### config.mk
export PLATFORM = sky130hd
export DESIGN_NAME = url_percent_decoder_unit
export DESIGN_NICKNAME = d
export VERILOG_FILES = /design/src/rtl/updec_pkg.sv /design/src/rtl/url_percent_decoder_unit.sv /design/src/rtl/updec_core.sv
export SDC_FILE = /design/constraint.sdc
export NUM_CORES = 1
export LEC_CHECK = 0
export BUFFER_PORTS_ARGS = -buffer_cell sky130_fd_sc_hd__buf_2
export CELL_PAD_IN_SITES_DETAIL_PLACEMENT = 0
export CELL_PAD_IN_SITES_GLOBAL_PLACEMENT = 1
export CORE_ASPECT_RATIO = 0.6
export CORE_MARGIN = 3
export CORE_UTILIZATION = 49
export DETAILED_ROUTE_END_ITERATION = 8
export PLACE_DENSITY_LB_ADDON = 0.1
export SYNTH_ARGS = -nofsm -noshare
export SYNTH_HDL_FRONTEND = slang
export SYNTH_SLANG_ARGS = --single-unit
### constraint.sdc
create_clock -name i_clk -period 12.85 [get_ports i_clk]
set_input_delay 0.6425 -clock i_clk [delete_from_list [all_inputs] [get_ports i_clk]]
set_output_delay 0.6425 -clock i_clk [all_outputs]
set_load 0.02 [all_outputs]
### src/rtl/updec_pkg.sv
// ----------------------------------------------------------------------------
// updec_pkg: URL percent decoder shared types
// Transaction structs, pending-mode encoding and hex digit helpers.
// ----------------------------------------------------------------------------
package updec_pkg;

    localparam logic [7:0] PCT_CHAR = 8'h25;

    // One input transaction: a URL character and the end-of-string flag
    typedef struct packed {
        logic [7:0] in_byte;
        logic       in_last;
    } t_in_item;

    // One result transaction
    typedef struct packed {
        logic [7:0] out_byte;
        logic       has_byte;
        logic       run_last;
        logic       string_end;
    } t_out_item;

    // Pending mode: nothing held, a percent sign held, percent plus one digit held
    typedef enum logic [2:0] {
        MODE_IDLE  = 3'b001,
        MODE_PCT   = 3'b010,
        MODE_DIGIT = 3'b100
    } t_mode;

    // Decoder results for one input transaction
    typedef struct packed {
        logic [1:0] cnt;
        t_out_item  res0;
        t_out_item  res1;
        t_mode      n_mode;
        logic       held_we;
    } t_dec;

    function automatic logic hex_ok(input logic [7:0] c);
        hex_ok = (c >= 8'h30 && c <= 8'h39) ||
                 (c >= 8'h41 && c <= 8'h46) ||
                 (c >= 8'h61 && c <= 8'h66);
    endfunction

    function automatic logic [3:0] hex_val(input logic [7:0] c);
        if (c >= 8'h30 && c <= 8'h39) begin
            hex_val = c[3:0];
        end else if ((c >= 8'h41 && c <= 8'h46) || (c >= 8'h61 && c <= 8'h66)) begin
            hex_val = c[3:0] + 4'd9;
        end else begin
            hex_val = 4'd0;
        end
    endfunction

endpackage

### src/rtl/url_percent_decoder_unit.sv
// Results are registered in a three-entry result queue whose head drives o_out.
// Throughput: one input transaction per cycle while each yields at most one result
// and the output is not stalled; a transaction with two results is held back by the
// single output port draining the result queue (input stalls at two queued).
// Reset (synchronous, active low) empties the queue and clears the pending mode.
// ----------------------------------------------------------------------------
// url_percent_decoder_unit: streaming URL percent decoder
// Decodes %XX escapes on a byte stream, one character per transaction.
// ----------------------------------------------------------------------------
module url_percent_decoder_unit (
    input  logic                 i_clk,
    input  logic                 i_rst_n,
    input  logic                 i_valid,
    output logic                 o_stall,
    input  updec_pkg::t_in_item  i_in,
    output logic                 o_valid,
    input  logic                 i_stall,
    output updec_pkg::t_out_item o_out
);

    localparam int QDEPTH = 3;

    updec_pkg::t_mode     r_mode;
    logic [7:0]           r_held;
    updec_pkg::t_out_item r_slot [QDEPTH];
    updec_pkg::t_out_item n_slot [QDEPTH];
    updec_pkg::t_out_item sh     [QDEPTH];
    logic [1:0]           r_cnt;
    logic [1:0]           n_cnt;
    logic [1:0]           base;
    logic                 accept;
    logic                 pop;
    updec_pkg::t_dec      dec;

    updec_core u_core (
        .i_in   (i_in),
        .i_mode (r_mode),
        .i_held (r_held),
        .o_dec  (dec)
    );

    // Handshakes: room for two results means the input may go
    assign o_stall = (r_cnt >= 2'd2);
    assign accept  = i_valid && !o_stall;
    assign o_valid = (r_cnt != 2'd0);
    assign pop     = o_valid && !i_stall;
    assign o_out   = r_slot[0];

    // Advance the queue and append new results
    always_comb begin
        sh = r_slot;
        if (pop) begin
            sh[0] = r_slot[1];
            sh[1] = r_slot[2];
        end
        base   = r_cnt - {1'b0, pop};
        n_slot = sh;
        n_cnt  = base;
        if (accept) begin
            for (int i = 0; i < QDEPTH; i++) begin
                if (dec.cnt != 2'd0 && base == 2'(i)) begin
                    n_slot[i] = dec.res0;
                end
                if (dec.cnt == 2'd2 && base + 2'd1 == 2'(i)) begin
                    n_slot[i] = dec.res1;
                end
            end
            n_cnt = base + dec.cnt;
        end
    end

    // Hold control state
    always_ff @(posedge i_clk) begin
        if (!i_rst_n) begin
            r_cnt  <= 2'd0;
            r_mode <= updec_pkg::MODE_IDLE;
        end else begin
            r_cnt <= n_cnt;
            if (accept) begin
                r_mode <= dec.n_mode;
            end
        end
    end

    // Hold payload
    always_ff @(posedge i_clk) begin
        r_slot <= n_slot;
        if (accept && dec.held_we) begin
            r_held <= i_in.in_byte;
        end
    end

endmodule

### src/rtl/updec_core.sv
// ----------------------------------------------------------------------------
// updec_core: per-character decode step
// Works out the zero, one or two results of one input transaction and the
// next pending mode, from the character, its end flag and the held state.
// ----------------------------------------------------------------------------
module updec_core (
    input  updec_pkg::t_in_item i_in,
    input  updec_pkg::t_mode    i_mode,
    input  logic [7:0]          i_held,
    output updec_pkg::t_dec     o_dec
);

    logic [7:0]       ca;
    logic [7:0]       cb;
    logic             ae;
    logic             be;
    logic             ae_eff;
    logic             be_eff;
    logic             b_hex;
    logic             b_pct;
    updec_pkg::t_mode n_mode;
    logic             held_we;

    assign b_hex = updec_pkg::hex_ok(i_in.in_byte);
    assign b_pct = (i_in.in_byte == updec_pkg::PCT_CHAR);

    // Pick candidate bytes and the next mode
    always_comb begin
        ca      = i_in.in_byte;
        cb      = i_in.in_byte;
        ae      = 1'b0;
        be      = 1'b0;
        n_mode  = updec_pkg::MODE_IDLE;
        held_we = 1'b0;
        unique case (i_mode)
            updec_pkg::MODE_PCT: begin
                if (i_in.in_last) begin
                    // percent among the last two bytes passes through
                    ca = updec_pkg::PCT_CHAR;
                    ae = 1'b1;
                    be = 1'b1;
                end else if (b_hex) begin
                    held_we = 1'b1;
                    n_mode  = updec_pkg::MODE_DIGIT;
                end else if (b_pct) begin
                    n_mode = updec_pkg::MODE_PCT;
                end else begin
                    ae = 1'b1;
                end
            end
            updec_pkg::MODE_DIGIT: begin
                if (b_hex) begin
                    ca = {updec_pkg::hex_val(i_held), updec_pkg::hex_val(i_in.in_byte)};
                    ae = 1'b1;
                end else begin
                    // drop the percent, keep the held digit
                    ca = i_held;
                    ae = 1'b1;
                    if (i_in.in_last) begin
                        be = 1'b1;
                    end else if (b_pct) begin
                        n_mode = updec_pkg::MODE_PCT;
                    end else begin
                        be = 1'b1;
                    end
                end
            end
            default: begin
                if (i_in.in_last) begin
                    ae = 1'b1;
                end else if (b_pct) begin
                    n_mode = updec_pkg::MODE_PCT;
                end else begin
                    ae = 1'b1;
                end
            end
        endcase
        if (i_in.in_last) begin
            n_mode = updec_pkg::MODE_IDLE;
        end
    end

    // Drop zero bytes and pack the survivors
    assign ae_eff = ae && (ca != 8'd0);
    assign be_eff = be && (cb != 8'd0);

    always_comb begin
        o_dec.n_mode  = n_mode;
        o_dec.held_we = held_we;
        o_dec.cnt = {1'b0, ae_eff} + {1'b0, be_eff};
        o_dec.res0.out_byte   = ae_eff ? ca : cb;
        o_dec.res0.has_byte   = 1'b1;
        o_dec.res0.run_last   = !(ae_eff && be_eff);
        o_dec.res0.string_end = i_in.in_last && !(ae_eff && be_eff);
        o_dec.res1.out_byte   = cb;
        o_dec.res1.has_byte   = 1'b1;
        o_dec.res1.run_last   = 1'b1;
        o_dec.res1.string_end = i_in.in_last;
        // end-only marker when the last character yields nothing
        if (i_in.in_last && !ae_eff && !be_eff) begin
            o_dec.cnt             = 2'd1;
            o_dec.res0.out_byte   = 8'd0;
            o_dec.res0.has_byte   = 1'b0;
            o_dec.res0.run_last   = 1'b1;
            o_dec.res0.string_end = 1'b1;
        end
    end

endmodule

* Word-level counts from Yosys, hierarchy flattened *
Cells that the tools add are included.

word-level totals
  word-level logic and storage cells = 114
  bits in registers = 46
  input port bits = 13

cells by class
  muxes and demuxes = 34
  $lt $le $gt $ge = 13
  reduce and logical (&&, ||, !) cells = 38
  add/sub/neg operators = 6
  equality and inequality tests = 8

operators with widths
  kind                 count
  $mux 11              6
  $mux 33              1
  $ge 8x7->1 const B   4
  $le 8x7->1 const B   4
  $mux 8               3
  $mux 22              1
  $logic_and 1x1->1    21
  $ge 8x6->1 const B   2
  $le 8x6->1 const B   2
  $mux 4               4
  $pmux 8 s2           1
  $reduce_bool 8->1    2
  $mux 13              1
  $mux 1               9
  $mux 3               3
  $add 4x4->4 const B  2
  $eq 8x6->1 const B   1
  $eq 2x2->1 const B   3
  $pmux 3 s2           1
  $reduce_bool 2->1    3
  $logic_not 1->1      5
  $eq 2x1->1 const B   2
  $logic_not 2->1      2
  $logic_or 1x1->1     4
  other kinds (10)     12

* Logic depth before layout (Yosys ltp) *
Gate-level depths: netlist of the first run.

  word-level depth = 18
  mapped depth = 19
  mapped depth without buffers = 19

* By module *
Synthesis of the first run repeated with hierarchy kept, for this count alone.

second synthesis, totals
  cells, all modules = 367
  area total of the unflattened synthesis = 3345.7 µm²

modules (own cells, without submodules)
  module                    seq. area each (µm²)  instances  cells each  area an instance (µm²)
  url_percent_decoder_unit  1111.1                1          233         2297.2
  updec_core                0.0                   1          134         1048.5

* Least setup slack after synthesis of the first run *
No wires, ideal clock.

  kind = input -> register
  start point = in i_in[2] in the netlist's numbering
  end point = reg r_slot[0] in the netlist's numbering (enable)
  path buffers = 1
  slack = 8362 ps
  stages = 15
  library setup time = 398 ps
  arrival time = 4090 ps
  path through = inv_1 > ha_1 > or3b_1 > nand3_2 > nand3_1 > o221a_2 > nor4b_2 > and4_1 > buf_6 > nor2_1 > ha_1 > a21oi_4 > inv_2 > nand2_1 > o32ai_1

on the way
  longest elaborated chain between the ends = 17
  elaborated cells between the ends (all ways) = 42

ends and longest elaborated chain
  element                                                 line                                                            text
  start, declared                                         url_percent_decoder_unit.sv:15                                  input updec_pkg::t_in_item i_in,
  $ge 8x7->1, or another cell as far along                updec_pkg.sv:41, updec_pkg.sv:48
  $logic_and 1x1->1 (on tied branches)                    updec_pkg.sv:41, updec_pkg.sv:48, updec_pkg.sv:42
  $logic_or 1x1->1                                        updec_pkg.sv:48                                                 end else if ((c >= 8'h41 && c <= 8'h46) || (c >= 8'h61 && c <= 8'h66)) begin
  $mux 4                                                  updec_pkg.sv:48
  $mux 4                                                  updec_pkg.sv:46                                                 if (c >= 8'h30 && c <= 8'h39) begin
  $mux 8                                                  updec_core.sv:52                                                if (b_hex) begin
  $pmux 8 s2                                              updec_core.sv:35                                                unique case (i_mode)
  $reduce_bool 8->1                                       updec_core.sv:84                                                assign ae_eff = ae && (ca != 8'd0);
  $logic_and 1x1->1                                       updec_core.sv:84
  $logic_not 1->1                                         updec_core.sv:100                                               if (i_in.in_last && !ae_eff && !be_eff) begin
  $logic_and 1x1->1 (2 in series)                         updec_core.sv:100
  $mux 13 *                                               updec_core.sv:100
  $eq 2x2->1 / $reduce_bool 2->1 (equally long branches)  url_percent_decoder_unit.sv:64, url_percent_decoder_unit.sv:61
  $logic_and 1x1->1 (on tied branches)                    url_percent_decoder_unit.sv:64, url_percent_decoder_unit.sv:61
  $reduce_bool 2->1 (no source line) *                    -
  $reduce_and 2->1 (no source line) *                     -
  end signal, assigned                                    url_percent_decoder_unit.sv:87                                  r_slot <= n_slot;
  end, declared                                           url_percent_decoder_unit.sv:25                                  updec_pkg::t_out_item r_slot [QDEPTH];

Mark *: on every way between the ends. The rest lies on a longest branch, timed or not.
A chain may end at the register's enable or synchronous reset.

==> out/metrics.yaml, run 1 <==
outcome: "complete, no violations"
cts_hold_buf: 0
post-route-period-util_pct: 37.8
yosysWarnings: 0
synth_enable_flop_cells: 19
ys_seq_area_share_pct: 35.1
cts_made_buffers: 5
clk_latency_ns: 0.30
fin_util_pct: 56.4
powerDensity_mw_per_mm2: 167
place_area_mm2: 0.00325
die_w_um: 110
syn_inst: 364
fmax_ghz: 0.206
synth-compound-area-share_pct: 25.4
drtIter0Drc: 304
maxSlewViolCount: 0
synth_top_cell_by_area: "edfxtp_1"
synth-main-ff-cell: "dfxtp_1"
syn_area_mm2: 0.00316
synthAdderAreaFrac_pct: 4.35
synth_most_common_cell: "nand2_1"
post_cts_buffers: 0
grt_use_total_pct: 24.8
synthMuxAreaShare_pct: 3.48
layout-drive-gt1-share_pct: 14.7
synthesis.nets: 388
cellLeakagePower_nw: 1.30
synth_cell_types: 76
cp.required_ns: 13.05
dp_slack_ns: 7.76
met1_usage_pct: 38.9
io_buffers: 25
met2_usage_pct: 33.1
grt-ovfl-total: 0
synth_top_family_by_area: "compound AO/OA/AOI/OAI gates"
cts_tree: "yes"
fin_crit_ns: 4.85
synth_area_per_cell_um2: 8.69
vias: 2866
grt_busiest_layer: "met1"
root_buffer: "clkbuf_8"
ios: 26
crit_path_end_kind: "register"
clock-sinks: 46
firstDrtPassIters: 6
ant_nets: 0
worst_slack_ns: 8.00
rsz0062_at_grt: "no"
ys_top_cells_by_area: "edfxtp_1 18%, dfxtp_1 17%, nand2_1 5.0%"
min_path_type: "register to register"
clockBufferDepth: 2
fp.dieH_um: 68.2
skew_ns: 0.0103
ctsResizeCount: 0
die_area_mm2: 0.00749
arrival_ns: 5.05
place_congestion: 0.958
n_fill_cell: 554
grt_max_degree: 23
start_kind: "input pin"
netlist.area_leader.share_pct: 18.0
use_met3_pct: 6.31
grt_pass1_vias: 2563
num_antenna_cells: 0
cts-htree-levels: 2
grt_pass1_wl_mm: 13.9
critPathKind: "input pin to register"
std_cell_rows: 21
vdd_ir_drop_max_mv: 0.109
initial_core_util_pct: 53.5
yosys.area_share.simple_pct: 24.2
synthTopCellsByCount: "42 x nand2_1, 38 x nor2_1, 27 x dfxtp_1"
async_flop_share_pct: 0
clkSlewWorstSetupHoldPaths_ns: 0.09
slew_headroom_pct: 43.5
tightest_slew_ns: 0.845
nets: 396
hold_violations: 0
setup_viol: 0
synth-xor-area-share_pct: 0.554
tns_ns: 0
ys_ff_latch: 46
wl_per_cell_um: 19.5
remaining_drc_errors: 0
antenna_found_initial: 0
dpl.hpwl_mm: 6.73
crit_fanout: 11
cap_violations: 0
core_area_mm2: 0.00591
final_area_mm2: 0.00334
drt-vias-per-instance: 6.33
routed_wl_mm: 8.85
syn_to_final_growth_pct: 5.46
==> flip-flops by register name, indices dropped and copies added (netlist names) <==
| signal | cells |
|---|---|
| r_held | 8 |
| r_mode | 3 |
| o_out | 11 |
| r_cnt | 2 |
| r_slot | 22 |
==> cell families (layout without fill, tap and decap cells) <==
| logic type | count (synthesis) | after routing |
|---|---|---|
| buffers and inverters | 41 | 50 |
| muxes | 11 | 11 |
| and+or+nand+nor | 146 | 146 |
| adders and majority gates | 11 | 11 |
| AOI/OAI and AO/OA | 107 | 107 |
| DFF | 46 | 46 |
| xor gates and xnor gates | 2 | 2 |
==> worst paths after layout <==
| kind | start | end | slack [ns] | depth (start not counted) |
|---|---|---|---|---|
| worst max-delay path | i_in[2] | r_slot[19]$_DFF_P_ | 8.00 | 16 |
| worst max register to register | r_held[0]$_DFFE_PP_ | r_slot[19]$_DFF_P_ | 8.26 | 15 |
| worst min register to register | o_out[2]$_DFF_P_ | o_out[2]$_DFF_P_ | 0.50 | 2 |
| worst min-delay path | o_out[2]$_DFF_P_ | o_out[2]$_DFF_P_ | 0.50 | 2 |
==> metrics by stage <==
step | std cells | total power, mW | hold WS, ns
after floorplan | 364 | 0.419 | 0.449
after global placement | 445 | 0.467 | 0.482
after detailed placement | 445 | 0.469 | 0.490
after CTS | 453 | 0.554 | 0.502
after global routing | 453 | 0.592 | 0.517
final | 453 | 0.556 | 0.496
==> power breakdown <==
group,internal (mW),switching [mW]
combinational,0.0963,0.157
clock,0.0378,0.0493
sequential,0.196,0.0200
==> final cells by class <==
type / count / area [µm²] / share of cell area [%]
tap: 80 / 100 / 3.00
clock buffer: 6 / 72.6 / 2.17
sequential: 46 / 1110 / 33.3
multi-input combinational: 277 / 1840 / 55.0
inverter: 12 / 45.0 / 1.35
clock inverter: 2 / 10.0 / 0.300
timing repair buffer: 30 / 163 / 4.87
==> cell usage in the layout (no fill, tap or decap), drive strengths merged, types with 6 or more instances in the layout <==
cell type	instances
mux2i	11
and2	7
nand2b	7
nand3	15
nor2	40
clkbuf	6
inv	12
a21oi	23
o21ai	12
a211oi	6
ha	11
edfxtp	19
nand2	43
a221o	6
dfxtp	27
buf	30
==> worst max-delay path, stage by stage <==
cell and delay, ns:
buf_2 0.13, inv_1 0.20, ha_1 0.25, or3b_1 0.39
nand3_2 0.18, nand3_1 0.17, o221a_2 0.33, nor4b_2 0.30
and4_1 0.44, nor2_1 0.08, ha_1 0.37, nor2_1 0.06
a21boi_2 0.23, a211oi_2 0.75, o32ai_1 0.24, a211o_1 0.28
==> layer usage <==
metal / part of all wire (%) / vias to the layer above / wire length, µm
li1: - / 1369 / -
met4: 0.93 / 0 / 82
met5: 0 / - / 0
met1: 51 / 1334 / 4510
met3: 11 / 10 / 943
met2: 37 / 153 / 3320
Note: power is estimated with default switching activity, not from simulation.
==> run 2, diff against run 1 <==
Settings changed: CORE_UTILIZATION 49 to 46.
Clock period 12.85 ns to 5.01 ns, I/O delays scaled along.
==> run 2 against run 1 <==
Clock power increased to 3.7 times the previous value. Non-clock buffer count increased by 1. Highest routed layer unchanged. Largest power group unchanged. First-iteration DRC count increased by 18%. Sequential power increased to 2.6 times the previous value.
==> out/metrics.yaml, run 2 (synthesis gave the netlist of run 1 again) <==
vdd_ir_drop_max_mv: 0.313
grt_pass1_wl_mm: 14.3
arrival_ns: 4.51
grt_pass1_vias: 2590
cts_hold_buf: 0
timing.rr.end: "o_out[9]$_DFF_P_"
clock-sinks: 46
syn_to_final_growth_pct: 7.59
tightest_slew_ns: 0.711
tns_ns: 0
fp.dieH_um: 70.2
cap_violations: 0
min_path_type: "input pin to register"
cts_made_buffers: 5
clk_latency_ns: 0.29
ios: 26
num_antenna_cells: 0
place_congestion: 0.962
worst_slack_ns: 0.643
cp_common_cell: "nor2_1"
root_buffer: "clkbuf_16"
post_cts_buffers: 0
powerDensity_mw_per_mm2: 446
min_delay_path_depth: 2
instances_no_fill: 458
post-route-period-util_pct: 87.2
largest_reg_flops: 22
final_common_cell: "nand2_1"
dpl.hpwl_mm: 6.84
dp_cells: 450
cellLeakagePower_nw: 1.33
cts-htree-levels: 2
maxSlewViolCount: 0
initial_core_util_pct: 49.5
firstDrtPassIters: 4
antenna_found_initial: 0
n_fill_cell: 612
hold_violations: 0
routed_wl_mm: 8.94
vias: 2855
setup_viol: 0
wl_per_cell_um: 19.5
ant_nets: 0
worstPathBufferInverterCount: 1
crit_path_end_kind: "register"
rsz0062_at_grt: "no"
cts_tree: "yes"
std_cell_rows: 22
crit_fanout: 11
grt_use_total_pct: 22.9
ctsResizeCount: 0
grt_max_degree: 22
timing.rr.start: "r_held[0]$_DFFE_PP_"
cp_slowest_stage_delay_ns: 0.54
dp_slack_ns: 0.490
most-common-layout-cells: "42 x nand2_1, 38 x nor2_1, 27 x dfxtp_1, 25 x buf_2, 22 x a21oi_1"
fmax_ghz: 0.229
io_buffers: 25
whs_endpoint: "r_mode[0]$_SDFFE_PN1P_"
remaining_drc_errors: 0
fin_crit_ns: 4.37
clkSlewWorstSetupHoldPaths_ns: 0.06
r2r_slack_ns: 0.64
critPathKind: "register to register"
hold_ws_ns: 0.190
clockBufferDepth: 2
regMostFlops: "r_slot"
slew_headroom_pct: 52.5
drtIter0Drc: 360
skew_ns: 0.00360
drt-vias-per-instance: 6.23
grt-ovfl-total: 0
start_kind: "register"
cp_top_family: "compound AO/OA/AOI/OAI gates"
die_w_um: 113
hp-start: "i_rst_n"
critPathSlowestCell: "edfxtp_1"
layout-drive-gt1-share_pct: 14.7
die_area_mm2: 0.00794
path_cells: "inv_1 -> ha_1 -> o21bai_1 -> a21oi_1 -> a31oi_1 -> o31ai_1 -> o21ai_0 -> and4_1 -> nor2_1 -> ha_1 -> nor2_1 -> a21boi_2 -> nor2_1 -> o21ai_1 -> a32oi_1"
core_area_mm2: 0.00639
nets: 397
r2r_cells: 15
cp.required_ns: 5.16
outcome: "complete, no violations"
## run 2: cell count changes in the layout (fill, tap and decap cells not counted), sizes merged
cell	delta
buf	+1
## run 2: area by class of cell
type / instances / area (µm²) / area share [%]
clock inverters: 2 / 8.76 / 0.257
multi-input cells: 277 / 1840 / 53.9
repair buffers: 31 / 170 / 5.00
inverters: 12 / 45.0 / 1.32
well taps: 84 / 105 / 3.09
clock buffers: 6 / 129 / 3.79
flip-flops and latches: 46 / 1110 / 32.6
## run 2: per-stage QoR
step	utilization (%)	power (mW)	area [µm²]
2_1_floorplan	-	1.07	3160
3_3_place_gp	51.2	1.20	3270
3_5_place_dp	51.2	1.20	3270
4_1_cts	53.3	1.52	3400
5_1_grt	53.3	1.62	3400
6_report	53.3	1.52	3400
## run 2: layer usage
metal	track usage, %	vias to the layer above	share of wire, %
met5	0	-	0
met1	37.6	1345	53
met3	5.54	8	8.5
met2	29.4	127	38
li1	-	1375	-
met4	4.27	0	0.70
## run 2: worst max path at each step
stage	endpoint	slack, ns	from	cells after the start
5_1_grt	o_out[9]$_DFF_P_	0.26	r_held[0]$_DFFE_PP_	15
2_1_floorplan	r_slot[0]$_DFFE_PP_	0.91	i_in[2]	15
6_report	o_out[9]$_DFF_P_	0.64	r_held[0]$_DFFE_PP_	15
3_5_place_dp	o_out[9]$_DFF_P_	0.49	i_in[2]	16
3_3_place_gp	r_cnt[1]$_SDFF_PN0_	0.49	i_in[2]	18
4_1_cts	r_cnt[1]$_SDFF_PN0_	0.73	r_held[0]$_DFFE_PP_	18
## run 2: report_power, final
part / internal, mW / switching (mW)
Clock: 0.182 / 0.136
Combinational: 0.250 / 0.394
Sequential: 0.503 / 0.0514
==> run 3, diff against run 2 <==
Settings changed: CORE_UTILIZATION 46 to 49.
Clock period 5.01 ns to 5.62 ns, I/O delays scaled along.
==> run 3 against run 2 <==
Critical path depth stayed put. Power is 16% lower. Clock power is 34% lower. Largest cell class unchanged. Cell area is 1.7% lower.
==> out/metrics.yaml, run 3 (synthesis gave the netlist of run 1 again) <==
maxSlewViolCount: 0
dpl.hpwl_mm: 6.67
grt_max_degree: 23
tns_ns: 0
ios: 26
cap_violations: 0
fp.dieH_um: 68.2
hold_violations: 0
grt_pass1_vias: 2548
tightest_slew_ns: 0.862
fmax_ghz: 0.217
setup_viol: 0
dp_slack_ns: 0.867
powerDensity_mw_per_mm2: 383
total_power_mw: 1.28
firstDrtPassIters: 5
vdd_ir_drop_max_mv: 0.215
clkSlewWorstSetupHoldPaths_ns: 0.08
grt_pass1_wl_mm: 13.9
antenna_found_initial: 0
nets: 396
rsz0062_at_grt: "no"
path_cells: "inv_1 -> ha_1 -> o21bai_1 -> a21oi_1 -> a31oi_1 -> o31ai_1 -> o21ai_0 -> and4_1 -> nor2_1 -> ha_1 -> nor2_1 -> a21boi_2 -> a211oi_2 -> o32ai_1 -> a211o_1"
die_w_um: 110
largest_reg_flops: 22
vias: 2856
die_area_mm2: 0.00749
post-route-period-util_pct: 81.9
drt-vias-per-instance: 6.30
final_common_cell: "nand2_1"
cts_made_buffers: 5
crit_fanout: 11
clockBufferDepth: 2
syn_to_final_growth_pct: 5.73
hold_ws_ns: 0.210
remaining_drc_errors: 0
outcome: "complete, no violations"
core_area_mm2: 0.00591
drtIter0Drc: 266
io_buffers: 25
std_cell_rows: 21
cp_slowest_stage_delay_ns: 0.76
grt-ovfl-total: 0
cts_tree: "yes"
ant_nets: 0
regMostFlops: "r_slot"
fin_crit_ns: 4.60
wl_per_cell_um: 19.3
most-common-layout-cells: "42 x nand2_1, 38 x nor2_1, 27 x dfxtp_1, 25 x buf_2, 22 x a21oi_1"
worst_slack_ns: 1.02
skew_ns: 0.00618
start_kind: "register"
routed_wl_mm: 8.76
slew_headroom_pct: 42.4
cellLeakagePower_nw: 1.30
critPathKind: "register to register"
post_cts_buffers: 0
root_buffer: "clkbuf_8"
grt_use_total_pct: 24.6
cp.required_ns: 5.81
crit_path_end_kind: "register"
cts_hold_buf: 0
clk_latency_ns: 0.30
arrival_ns: 4.80
num_antenna_cells: 0
min_path_type: "input pin to register"
initial_core_util_pct: 53.5
clock-sinks: 46
place_congestion: 0.957
n_fill_cell: 555
layout-drive-gt1-share_pct: 14.7
critPathSlowestCell: "a211oi_2"
cts-htree-levels: 2
ctsResizeCount: 0
## run 3: changes by cell type in the layout (fill, tap and decap cells not counted)
cell	delta
clkbuf_8	+6
clkbuf_16	-5
buf_4	-1
clkinv_1	-1
## run 3: critical path, delay by kind of cell, from the launching register on
family,cells,cell delay [ns]
buffers and inverters,1,0.16
adder cells (fa/ha/maj),2,0.60
AO/OA/AOI/OAI,9,2.62
AND/OR/NAND/NOR,3,0.58
flip-flops,1,0.53
## run 3: per-layer routing
metal / vias to the layer above / part of all wire (%) / track usage (%)
li1: 1364 / - / -
met1: 1334 / 52 / 39.4
met2: 149 / 36 / 32.1
met3: 9 / 11 / 6.31
met4: 0 / 0.81 / 4.82
met5: - / 0 / 0
## run 3: final timing paths
path / start / endpoint / slack (ns) / depth (start not counted)
max: r_held[0]$_DFFE_PP_ / r_slot[19]$_DFF_P_ / 1.02 / 15
max reg2reg: r_held[0]$_DFFE_PP_ / r_slot[19]$_DFF_P_ / 1.02 / 15
min: i_rst_n / r_mode[0]$_SDFFE_PN1P_ / 0.21 / 2
min reg2reg: o_out[2]$_DFF_P_ / o_out[2]$_DFF_P_ / 0.49 / 2
## run 3: final cells by class
| cell class | count | area (µm²) | area share, % |
|---|---|---|---|
| multi-input combinational | 277 | 1840 | 54.9 |
| sequential | 46 | 1110 | 33.2 |
| timing repair buffer | 30 | 163 | 4.86 |
| tap | 80 | 100 | 2.99 |
| clock buffer | 7 | 86.3 | 2.58 |
| inverter | 12 | 45.0 | 1.35 |
| clock inverter | 1 | 5.00 | 0.150 |
## run 3: power breakdown
part | total (mW) | internal, mW | leakage (nW) | switching [mW]
Clock | 0.209 | 0.0994 | 0.0482 | 0.110
Combinational | 0.578 | 0.220 | 0.864 | 0.357
Sequential | 0.493 | 0.448 | 0.391 | 0.0455
Total | 1.28 | 0.767 | 1.30 | 0.513
## run 3: through the flow
stage | instance area (µm²) | utilization, % | instances
detailed placement | 3250 | 55.0 | 445
CTS | 3350 | 56.6 | 453
finish | 3350 | 56.6 | 453
global route | 3350 | 56.6 | 453
global placement | 3250 | 55.0 | 445
floorplan | 3160 | - | 364
